File: config.mk
export PLATFORM = sky130hd
export DESIGN_NAME = lztd_seq
export DESIGN_NICKNAME = d
export VERILOG_FILES = /design/src/sv/lztd_pkg.sv /design/src/sv/lztd_seq.sv
export SDC_FILE = /design/constraint.sdc
export NUM_CORES = 1
export LEC_CHECK = 0
export ABC_AREA = 1
export BUFFER_PORTS_ARGS = -buffer_cell sky130_fd_sc_hd__buf_4
export CORE_ASPECT_RATIO = 0.7
export CORE_UTILIZATION = 52
export CTS_CLUSTER_SIZE = 20
export DETAILED_ROUTE_END_ITERATION = 8
export PLACE_DENSITY_LB_ADDON = 0.12
export SYNTH_ARGS = -nofsm -noshare
export SYNTH_HDL_FRONTEND = slang
export SYNTH_SLANG_ARGS = --single-unit
File: constraint.sdc
create_clock -name clk -period 2.1 [get_ports clk]
set_input_delay 0.105 -clock clk [delete_from_list [all_inputs] [get_ports clk]]
set_output_delay 0.105 -clock clk [all_outputs]
set_load 0.05 [all_outputs]
File: src/sv/lztd_pkg.sv
// shared types and constants of the lzss text decompressor
// no dependencies; imported by lztd_seq, lztd_window, lztd_rdchk and the top level
`default_nettype none

package lztd_pkg;

  // parse phases, two bits wide; the fourth code parses as a header
  typedef logic [1:0] phase_t;
  localparam phase_t PH_HEADER  = 2'd0;
  localparam phase_t PH_LITERAL = 2'd1;
  localparam phase_t PH_LONG2   = 2'd2;

  // header codes
  localparam logic [7:0] END_CODE = 8'h00;
  localparam logic [7:0] LIT_MASK = 8'hFC;
  localparam logic [7:0] LIT_CODE = 8'h7C;

  // widths of the copy distance (plus length) and of the copy length
  localparam int BACK_W = 12;
  localparam int LEN_W  = 5;

  // window port controls driven by the sequencer
  typedef struct packed {
    logic       rd_en;
    logic       wr_en;
    logic [7:0] wr_data;
  } win_ctl_t;

endpackage

`default_nettype wire

File: src/sv/lztd_seq.sv
// token parser and copy sequencer with the output register
// depends on lztd_pkg; drives the ports of lztd_window
`default_nettype none

module lztd_seq #(
  parameter int AW = 12
) (
  input  wire                 clk,
  input  wire                 rst_n,
  input  wire                 in_valid,
  output logic                in_stall,
  input  wire  [7:0]          in_byte,
  output logic                out_valid,
  input  wire                 out_stall,
  output logic [7:0]          out_byte,
  output lztd_pkg::win_ctl_t  win_ctl,
  output logic [AW-1:0]       rd_addr,
  output logic [AW-1:0]       wr_addr,
  input  wire  [7:0]          rd_data
);
  import lztd_pkg::*;

  typedef enum logic [1:0] {S_IDLE, S_LIT, S_COPY_RD, S_COPY_WR} state_t;

  state_t              state_r, state_nxt;
  phase_t              phase_r, phase_nxt;
  logic [2:0]          lit_r, lit_nxt;
  logic [7:0]          held_r, held_nxt;
  logic                ended_r, ended_nxt;
  logic [AW-1:0]       wp_r, wp_nxt;
  logic [BACK_W-1:0]   back_r, back_nxt;
  logic [LEN_W-1:0]    len_r, len_nxt;
  logic [7:0]          byte_r, byte_nxt;
  logic                out_valid_r, out_valid_nxt;
  logic [7:0]          out_byte_r, out_byte_nxt;
  logic                out_free;

  always_comb begin
    state_nxt     = state_r;
    phase_nxt     = phase_r;
    lit_nxt       = lit_r;
    held_nxt      = held_r;
    ended_nxt     = ended_r;
    wp_nxt        = wp_r;
    back_nxt      = back_r;
    len_nxt       = len_r;
    byte_nxt      = byte_r;
    out_byte_nxt  = out_byte_r;
    out_valid_nxt = out_valid_r && out_stall;
    out_free      = !out_valid_r || !out_stall;
    win_ctl.rd_en   = 1'b0;
    win_ctl.wr_en   = 1'b0;
    win_ctl.wr_data = (state_r == S_LIT) ? byte_r : rd_data;
    rd_addr       = wp_r - AW'(back_r);
    wr_addr       = wp_r;
    in_stall      = (state_r != S_IDLE);

    case (state_r)
      S_IDLE: begin
        if (in_valid && !ended_r) begin
          case (phase_r)
            PH_LITERAL: begin
              byte_nxt  = in_byte;
              lit_nxt   = lit_r - 3'd1;
              if (lit_r == 3'd1) begin
                phase_nxt = PH_HEADER;
              end
              state_nxt = S_LIT;
            end
            PH_LONG2: begin
              back_nxt  = {1'b0, held_r[6:0], in_byte[7:4]}
                          + BACK_W'(in_byte[3:0]) + BACK_W'(1);
              len_nxt   = LEN_W'(in_byte[3:0]) + LEN_W'(1);
              phase_nxt = PH_HEADER;
              state_nxt = S_COPY_RD;
            end
            default: begin
              phase_nxt = PH_HEADER;
              if (in_byte == END_CODE) begin
                ended_nxt = 1'b1;
              end else if ((in_byte & LIT_MASK) == LIT_CODE) begin
                lit_nxt   = 3'(in_byte[1:0]) + 3'd1;
                phase_nxt = PH_LITERAL;
              end else if (!in_byte[7]) begin
                back_nxt  = BACK_W'(in_byte[6:2]) + BACK_W'(in_byte[1:0])
                            + BACK_W'(1);
                len_nxt   = LEN_W'(in_byte[1:0]) + LEN_W'(1);
                state_nxt = S_COPY_RD;
              end else begin
                held_nxt  = in_byte;
                phase_nxt = PH_LONG2;
              end
            end
          endcase
        end
      end
      S_LIT: begin
        if (out_free) begin
          win_ctl.wr_en = 1'b1;
          out_valid_nxt = 1'b1;
          out_byte_nxt  = byte_r;
          wp_nxt        = wp_r + 1'b1;
          state_nxt     = S_IDLE;
        end
      end
      S_COPY_RD: begin
        // read issued in a later cycle than the previous write, so no bypass needed
        win_ctl.rd_en = 1'b1;
        state_nxt     = S_COPY_WR;
      end
      S_COPY_WR: begin
        if (out_free) begin
          win_ctl.wr_en = 1'b1;
          out_valid_nxt = 1'b1;
          out_byte_nxt  = rd_data;
          wp_nxt        = wp_r + 1'b1;
          len_nxt       = len_r - 1'b1;
          state_nxt     = (len_r == LEN_W'(1)) ? S_IDLE : S_COPY_RD;
        end
      end
      default: begin
        state_nxt = S_IDLE;
      end
    endcase
  end

  always_ff @(posedge clk) begin
    if (!rst_n) begin
      state_r     <= S_IDLE;
      phase_r     <= PH_HEADER;
      lit_r       <= '0;
      held_r      <= '0;
      ended_r     <= 1'b0;
      wp_r        <= '0;
      out_valid_r <= 1'b0;
    end else begin
      state_r     <= state_nxt;
      phase_r     <= phase_nxt;
      lit_r       <= lit_nxt;
      held_r      <= held_nxt;
      ended_r     <= ended_nxt;
      wp_r        <= wp_nxt;
      out_valid_r <= out_valid_nxt;
    end
    back_r     <= back_nxt;
    len_r      <= len_nxt;
    byte_r     <= byte_nxt;
    out_byte_r <= out_byte_nxt;
  end

  assign out_valid = out_valid_r;
  assign out_byte  = out_byte_r;

  a_wr_shows_item: assert property (@(posedge clk) disable iff (!rst_n)
    win_ctl.wr_en |=> out_valid_r)
    else $error("window write without an output item");

  a_ended_quiet: assert property (@(posedge clk) disable iff (!rst_n)
    ended_r |-> !win_ctl.wr_en && !win_ctl.rd_en && (state_r == S_IDLE))
    else $error("window access after end of stream");

  a_copy_len: assert property (@(posedge clk) disable iff (!rst_n)
    (state_r == S_COPY_RD) |-> (len_r != '0) && (back_r != '0))
    else $error("copy with zero length or distance");

  a_rd_then_wr: assert property (@(posedge clk) disable iff (!rst_n)
    win_ctl.rd_en |=> (state_r == S_COPY_WR))
    else $error("window read not followed by copy write");

  a_wp_step: assert property (@(posedge clk) disable iff (!rst_n)
    win_ctl.wr_en |=> (wp_r == $past(wp_r) + 1'b1))
    else $error("write pointer did not advance");

endmodule

`default_nettype wire

* After elaboration in Yosys (flattened, before gate mapping)
Cells that the tools add are included.
Cells by class: add/subtract/negate cells 11, $mul 0, div/mod/pow operators 0, $lt $le $gt $ge 0, equal/unequal tests 23, shift-type cells 0, muxes and demuxes 37, bitwise operators 5, reductions and logical operators 24
Operators with widths (number):
- 12-bit two-way mux | 3
- 5-bit two-way mux | 5
- 12-bit by 1-bit adder with 12-bit output (second input constant) | 2
- 8-bit two-way mux | 3
- 12-bit one-hot mux with 2 select lines | 1
- 2-bit two-way mux | 11
- 5-bit one-hot mux with 2 select lines | 2
- 6-bit AND reduction | 3
- 8-bit one-hot mux with 2 select lines | 1
- 11-bit by 4-bit adder with 12-bit output | 1
- 4-bit by 2-bit != test with 1-bit output (second input constant) | 3
- 12-bit subtractor | 1
- 2-bit != test (second input constant) | 5
- 3-bit by 2-bit != test with 1-bit output (second input constant) | 3
- 3-bit AND reduction | 3
- 8-bit logical NOT | 1
- 2-bit by 1-bit != test with 1-bit output (second input constant) | 4
- 2-bit one-hot mux with 2 select lines | 2
- 2-bit one-hot mux with 4 select lines | 1
- 2-bit nonzero test | 4
- 6-bit by 1-bit adder with 7-bit output (second input constant) | 1
- 7-bit AND reduction | 1
- 2-bit by 1-bit adder with 3-bit output (second input constant) | 2
- 5-bit by 2-bit adder with 6-bit output | 1
- other kinds (20) | 36
Word-level totals: register bits after elaboration 61, latch bits 0, bits in writable memories 0, bits in read-only memories 0, bits of input ports 20, word-level logic and storage cells 111, memories kept 0

* Logic depth before layout (Yosys ltp)
Gate-level depths: netlist (run 1).
depth after elaboration 7, mapped depth 11, gate-level depth less buffers 11

* Worst setup path after synthesis (run 1)
Ideal clock, no wire load.
kind register to output, start register wp_r[0] (netlist: wr_addr[0]), end output port rd_addr[8], arrival 2.378 ns, data required time 1.995 ns, setup slack -0.383 ns, cell stages (with the launch flop) 10, cells stage by stage dfxtp_1 > inv_1 > ha_1 > inv_1 > fa_1 > nand3_1 > nand2_1 > nand3_1 > nand2_1 > xor2_1
On the way: cells in the longest elaborated chain, start to end 1
RTL lines:
- start, declared | line lztd_seq.sv:30 | logic [AW-1:0] wp_r, wp_nxt;
- start signal, assigned | line lztd_seq.sv:142 | wp_r <= wp_nxt;
- 12-bit subtractor | line lztd_seq.sv:54 | rd_addr = wp_r - AW'(back_r);
- end, declared | line lztd_seq.sv:17 | output logic [AW-1:0] rd_addr,
Every way passes these cells.

* Final worst setup path (run 1)
start register wp_r[5] (netlist: wr_addr[5]), end output port rd_addr[9]
The elaborated chain is that of the path after synthesis.

==> summary.md, run 1 <==
| Metric | Value |
|---|---|
| Outcome | complete, no violations |
| Layout cells sized above 1 | 24.28% |
| Pin count of the biggest net entering global routing | 20 |
| H-tree depth | 3 |
| Number of synthesized register bits | 61 |
| Distinct cells, synth | 38 |
| WHS | 0.01308 ns |
| Syn-to-layout area delta | 29.72% |
| Core Util, Final | 69.63% |
| Syn_nets | 555 |
| Clock Latency Late Sink | 0.33 ns |
| Initial antenna violation count | 0 |
| Die W | 105.7 um |
| Core region area | 7287 um2 |
| GRT Overall Usage | 27.21% |
| Max FO, Critical Path | 5 |
| Startpoint types | register |
| Post-synthesis sequential area ratio | 39.67% |
| FP Rows | 26 |
| # port buffers | 63 |
| DP HPWL | 7.751 mm |
| Total CTS buffers | 9 |
| Starting DRT DRC Count | 206 |
| Unrepaired setup endpoints after global routing | true |
| Fin crit share | 99.50% |
| Diode count | 0 |
| Worst-Margin Slew | 0.5331 ns |
| TritonCTS clock tree | yes |
| Wirelength, routed | 10.41 mm |
| Hold Crit Class | in -> reg |
| Setup Viol. Count Final | 0 |
| Worst slew margin relative to its limit | 64.42% |
| Global route overflow | 0 |
| Slew Limit Fails | 0 |
| Leak | 2.252 nW |
| Critical-path cell with the highest stage delay | dfxtp_1 |
| Synth Flop Type | edfxtp_1 |
| Drt via density | 5.302 |
| Vias in the first global route | 3263 |
| Clock Sink Count | 61 |
| Routed length per instance | 15.07 um |
| Worst EP arrival | 1.98 ns |
| Crit end category | output pin |
| Placed cell area | 4642 um2 |
| Pre-antenna DRT Iters | 5 |
| Asr flop ratio synth | 0% |
| Remaining antenna violation count | 0 |
| Clock skew | 0.004954 ns |
| Placer congestion estimate | 0.9149 |
| Worst vdd ir | 910.1 uV |
| Synthesized area per cell | 7.730 um2 |
| Longest Clk Path Bufs | 2 |
| Post-Layout Inst Area | 5074 um2 |
| CP max stage delay | 0.38 ns |
| Max Cap Viol | 0 |
| Kind of critical path | reg -> out |
| Clk slew on worst S/H paths | 0.07 ns |
| Starting Density | 53.67% |
| Post-synth EDFFs | 33 |
| Crit-path cells | ha_4, nand2_1, nor2_1, nand3_1, nand3_1, nand2_1, nand2_1, buf_4 |
| Fin nets | 637 |
| Cells after DPL | 670 |
| Non-filler cells, final | 691 |
| Critical Path RT | 2.00 ns |
| Die Area | 7878 um2 |
| CP dominant cell by count | nand2_1 |
| DRC | 0 |
| Cell count after synthesis | 506 |
| Endpoints failing hold | 0 |
| PwrDens | 1169 nW/um2 |
| Root buf cell | clkbuf_8 |
| DR vias | 3664 |
| Tmin final | 2.089 ns |
| Max Clk Rate | 0.4786 GHz |
| Die Y | 74.56 um |
| First-pass GRT wire length | 16.27 mm |
| Fillcell total | 608 |
| IO Pins | 64 |
| Netlist Area Pre-Place | 3911 um2 |
| Yosys warning count | 0 |
[cell usage in the layout (no fill, tap or decap), types with 2 or more instances in the layout]
| cell | synthesis | routed |
|---|---|---|
| nand3_2 | 1 | 3 |
| a21oi_4 | 0 | 3 |
| nor2_1 | 41 | 38 |
| ha_4 | 0 | 7 |
| buf_4 | 0 | 71 |
| o211ai_1 | 2 | 2 |
| inv_1 | 79 | 76 |
| clkinv_1 | 2 | 2 |
| nor2_2 | 2 | 5 |
| edfxtp_1 | 33 | 33 |
| a21oi_1 | 38 | 34 |
| nand4_1 | 8 | 8 |
| xor2_1 | 13 | 7 |
| inv_2 | 1 | 3 |
| nor3_1 | 4 | 4 |
| nor2_4 | 3 | 3 |
| nand3_1 | 39 | 37 |
| nand2_1 | 107 | 103 |
| a21oi_2 | 2 | 3 |
| nand2_4 | 3 | 4 |
| dfxtp_1 | 28 | 24 |
| xor2_4 | 0 | 4 |
| clkbuf_8 | 0 | 12 |
| dfxtp_2 | 0 | 4 |
| nand2_2 | 1 | 4 |
| ha_1 | 26 | 19 |
| clkinvlp_4 | 0 | 2 |
| xor2_2 | 0 | 2 |
| o21ai_0 | 45 | 39 |
| fa_1 | 3 | 2 |
| buf_6 | 0 | 4 |
| o21ai_1 | 5 | 9 |
| mux2i_1 | 2 | 2 |
[layout make-up]
type / count / area (um2) / area share (%)
multi-input cells: 357 / 2298 / 45.30
flip-flops and latches: 61 / 1556 / 30.68
repair buffers: 76 / 588.1 / 11.59
inverters: 83 / 319.1 / 6.289
clock buffers: 13 / 168.9 / 3.329
well taps: 98 / 122.6 / 2.417
clock inverters: 3 / 20.02 / 0.3946
[cells by family after synthesis]
family / after synthesis / synth area share [%]
mux: 2 / 0.5119
fa+ha+maj: 29 / 9.853
buf+inv: 88 / 8.637
flops: 61 / 39.67
simple gates: 214 / 25.02
compound gates: 98 / 13.18
xor+xnor: 14 / 3.135
[critical path, delay by kind of cell (launching register included)]
| family | cells | cell delay [ns] |
|---|---|---|
| DFF | 1 | 0.38 |
| buffers and inverters | 1 | 0.19 |
| and+or+nand+nor | 6 | 0.73 |
| adders and majority gates | 1 | 0.35 |
[synthesized netlist by cell type, drive strengths merged (3+ instances only)]
cell | number | area [um2]
nor2 | 47 | 220.2
dfxtp | 28 | 560.5
nor3 | 5 | 36.29
xor2 | 13 | 113.9
fa | 3 | 60.06
inv | 81 | 309.0
o21ai | 50 | 250.2
a21oi | 40 | 207.7
nand2 | 111 | 441.7
edfxtp | 33 | 991.0
nand4 | 8 | 50.05
clkbuf | 3 | 11.26
nand3 | 40 | 205.2
ha | 26 | 325.3
[worst paths after layout]
| kind | to | slack (ns) | cells past startpoint | from |
|---|---|---|---|---|
| worst max register to register | back_r[1] | 0.36 | 6 | phase_r[1] |
| worst max-delay path | rd_addr[9] | 0.01 | 8 | wr_addr[5] |
| worst min register to register | lit_r[1] | 0.49 | 2 | lit_r[1] |
| worst min-delay path | byte_r[0] | 0.01 | 1 | in_byte[0] |
[flip-flops by register name, indices dropped and copies added (netlist names)]
| signal | count |
|---|---|
| state_r | 2 |
| ended_r | 1 |
| out_valid | 1 |
| phase_r | 2 |
| held_r | 7 |
| out_byte | 8 |
| wr_addr | 12 |
| back_r | 12 |
| len_r | 5 |
| lit_r | 3 |
| byte_r | 8 |
[report_power, final]
group          total [mW]  switching, mW  internal, mW  leakage, nW
clock               0.984          0.461         0.524       0.0917
combinational        3.19           2.16          1.03         1.62
sequential           1.76          0.182          1.57        0.538
[routing by layer]
layer	part of all wire, %	track usage [%]	vias to the layer above
met1	47	37.96	1670
met5	0	0	-
met2	44	41.61	144
li1	-	-	1833
met3	8.0	7.800	17
met4	1.3	7.562	0
[repair_timing]
item                       CTS  global route
hold buffers                 1             0
setup endpoints to repair    9             8
gates cloned                 0             0
gates resized for setup     27            20
hold endpoints to repair     1             0
pin swaps                    5             6
setup buffers                2             2
[through the flow]
stage	worst slack (ns)	setup TNS (ns)	power, mW
after floorplan	-0.01023	-0.03734	3.898
after CTS	-0.008431	-0.008431	5.837
final	0.01059	0	5.931
after global routing	-0.1050	-0.1792	6.276
after detailed placement	0.08096	0	4.753
after global placement	0.1296	0	4.684
(Power assumes the default switching activity.)
==> run 2: changes to the inputs <==
--- a/config.mk
+++ b/config.mk
@@ -10,2 +10,3 @@
 export CORE_ASPECT_RATIO = 0.7
+export CORE_MARGIN = 10
 export CORE_UTILIZATION = 52
@@ -13,2 +14,3 @@
 export DETAILED_ROUTE_END_ITERATION = 8
+export MAX_ROUTING_LAYER = met4
 export PLACE_DENSITY_LB_ADDON = 0.12
--- a/constraint.sdc
+++ b/constraint.sdc
@@ -3,2 +3,2 @@
 set_output_delay 0.105 -clock clk [all_outputs]
-set_load 0.05 [all_outputs]
+set_load 0.005 [all_outputs]
==> run 2 against run 1 <==
  * Clock skew grew 0.0016 ns
  * Clock power rose by 7%
  * Critical path depth grew 1
  * Sequential power about the same
  * Die area up 45%
  * Sequential cell count stayed put
  * Utilization decreased by 1.6 points
  * Count of clock-buffer cells in the layout shrank 4
  * Maximum frequency is 2.4% higher
  * Final cell count is 0.72% higher
  * Critical path type unchanged
  * Largest power group unchanged
==> summary.md, run 2 (same netlist as run 1, synthesis figures left out) <==
| Metric | Value |
|---|---|
| Clock Sink Count | 61 (unchanged) |
| Leak | 2.255 nW (+0.14%) |
| Wirelength, routed | 11.00 mm (+5.6%) |
| TritonCTS clock tree | yes |
| Tmin final | 2.041 ns (-0.04819 ns) |
| Layout cells sized above 1 | 22.74% (-1.5 points) |
| Worst vdd ir | 472.8 uV (-48%) |
| DR vias | 3699 (+0.96%) |
| # port buffers | 63 (unchanged) |
| Setup Viol. Count Final | 0 (unchanged) |
| Clk slew on worst S/H paths | 0.07 ns (about the same) |
| Post-Layout Inst Area | 4981 um2 (-1.8%) |
| Kind of critical path | reg -> out |
| Hold Crit Class | in -> reg |
| Fin nets | 642 (+0.78%) |
| IO Pins | 64 (unchanged) |
| Worst EP arrival | 1.94 ns (-0.04 ns) |
| GRT Overall Usage | 19.87% (-7.3 points) |
| Slew Limit Fails | 0 (unchanged) |
| DRC | 0 (unchanged) |
| Global route overflow | 0 (unchanged) |
| Worst slew margin relative to its limit | 63.57% (-0.85 points) |
| Crit end category | output pin |
| Diode count | 0 (unchanged) |
| Placer congestion estimate | 0.9151 (about the same) |
| Commonest non-fill, non-tap cell in the layout | nand2_1 |
| Routed length per instance | 15.80 um (+4.9%) |
| Most frequent cells in the layout | nand2_1 (104), inv_1 (76), buf_4 (75) |
| Drt via density | 5.315 (+0.23%) |
| Pre-antenna DRT Iters | 5 (unchanged) |
| Startpoint types | register |
| Die Area | 11450 um2 (+45%) |
| Starting DRT DRC Count | 340 (+65%) |
| Root buf cell | clkbuf_8 |
| Syn-to-layout area delta | 27.35% |
| Max FO, Critical Path | 4 (-1) |
| FP Rows | 26 (unchanged) |
| Outcome | complete, no violations |
| Core region area | 7320 um2 (+0.45%) |
| First-pass GRT wire length | 17.48 mm (+7.4%) |
| Remaining antenna violation count | 0 (unchanged) |
| DP HPWL | 8.482 mm (+9.4%) |
| Initial antenna violation count | 0 (unchanged) |
| Clock skew | 0.006509 ns (+0.001556 ns) |
| PwrDens | 1022 nW/um2 (-13%) |
| Worst-Margin Slew | 0.5458 ns (+0.01272 ns) |
| Power, Total | 5.091 mW (-14%) |
| Critical Path RT | 2.00 ns (about the same) |
| Endpoints failing hold | 0 (unchanged) |
| Die W | 123.7 um (+17%) |
| Vias in the first global route | 3434 (+5.2%) |
| Max Cap Viol | 0 (unchanged) |
| Starting Density | 53.44% (-0.24 points) |
| Longest Clk Path Bufs | 2 (unchanged) |
| Clock Latency Late Sink | 0.35 ns (+0.02 ns) |
| Pin count of the biggest net entering global routing | 20 (unchanged) |
| Max Clk Rate | 0.4899 GHz (+2.4%) |
| Total CTS buffers | 9 (unchanged) |
| Placed cell area | 4546 um2 (-2.1%) |
| Unrepaired setup endpoints after global routing | true |
| Fin crit share | 97.20% (-2.3 points) |
| H-tree depth | 3 (unchanged) |
| Die Y | 92.56 um (+24%) |
| TNS Setup | 0 ns (unchanged) |
[run 2: area by class of cell]
class                           instances  area, um2
Fill cell                             617       2338
Timing Repair Buffer                   81      623.1
Multi-Input combinational cell        357       2157
Inverter                               83      321.6
Tap cell                               98      122.6
Sequential cell                        61       1558
Clock buffer                            9      123.9
Clock inverter                          7      75.07
[run 2: worst max-delay path, cell delays in order, from the launching register on]
cell     delay [ns]
dfxtp_4        0.36
inv_4          0.06
ha_4           0.16
inv_4          0.04
fa_2           0.38
nand3_2        0.10
nand2_4        0.07
a21oi_2        0.14
xor2_1         0.15
buf_4          0.13
[run 2: final timing paths]
path / from / to / slack (ns) / cells past startpoint
min reg2reg: wr_addr[8] / wr_addr[8] / 0.49 / 2
max: wr_addr[0] / rd_addr[6] / 0.06 / 9
max reg2reg: phase_r[0] / back_r[2] / 0.30 / 5
min: in_byte[3] / byte_r[3] / 0.02 / 1
[run 2: metal layers]
metal | global-route usage (%) | vias up | wire [um]
met1 | 27.02 | 1675 | 5113
met3 | 7.520 | 14 | 1199
met4 | 4.642 | 0 | 106
li1 | - | 1853 | -
met2 | 27.11 | 157 | 4579
met5 | - | - | 0
[run 2: stage by stage]
stage | setup WS (ns) | util (%) | hold slack, ns | cells
CTS | -0.01970 | 65.79 | 0.01796 | 692
finish | 0.05878 | 68.05 | 0.02469 | 696
detailed placement | 0.2221 | 62.10 | 0.3413 | 670
global placement | 0.2853 | 62.10 | 0.3310 | 670
global route | -0.04939 | 68.05 | 0.02983 | 696
floorplan | 0.1891 | - | 0.2039 | 506
[run 2: timing repair]
action	CTS	global route
pin swaps	0	6
resized for setup	4	37
endpoints found under the setup margin	5	11
hold buffers	6	0
buffers inserted	0	4
hold endpoints to repair	6	0
[run 2: where the power goes]
group / switching [mW] / total (mW) / internal, mW
sequential: 0.189 / 1.76 / 1.57
combinational: 1.34 / 2.28 / 0.936
clock: 0.501 / 1.05 / 0.550
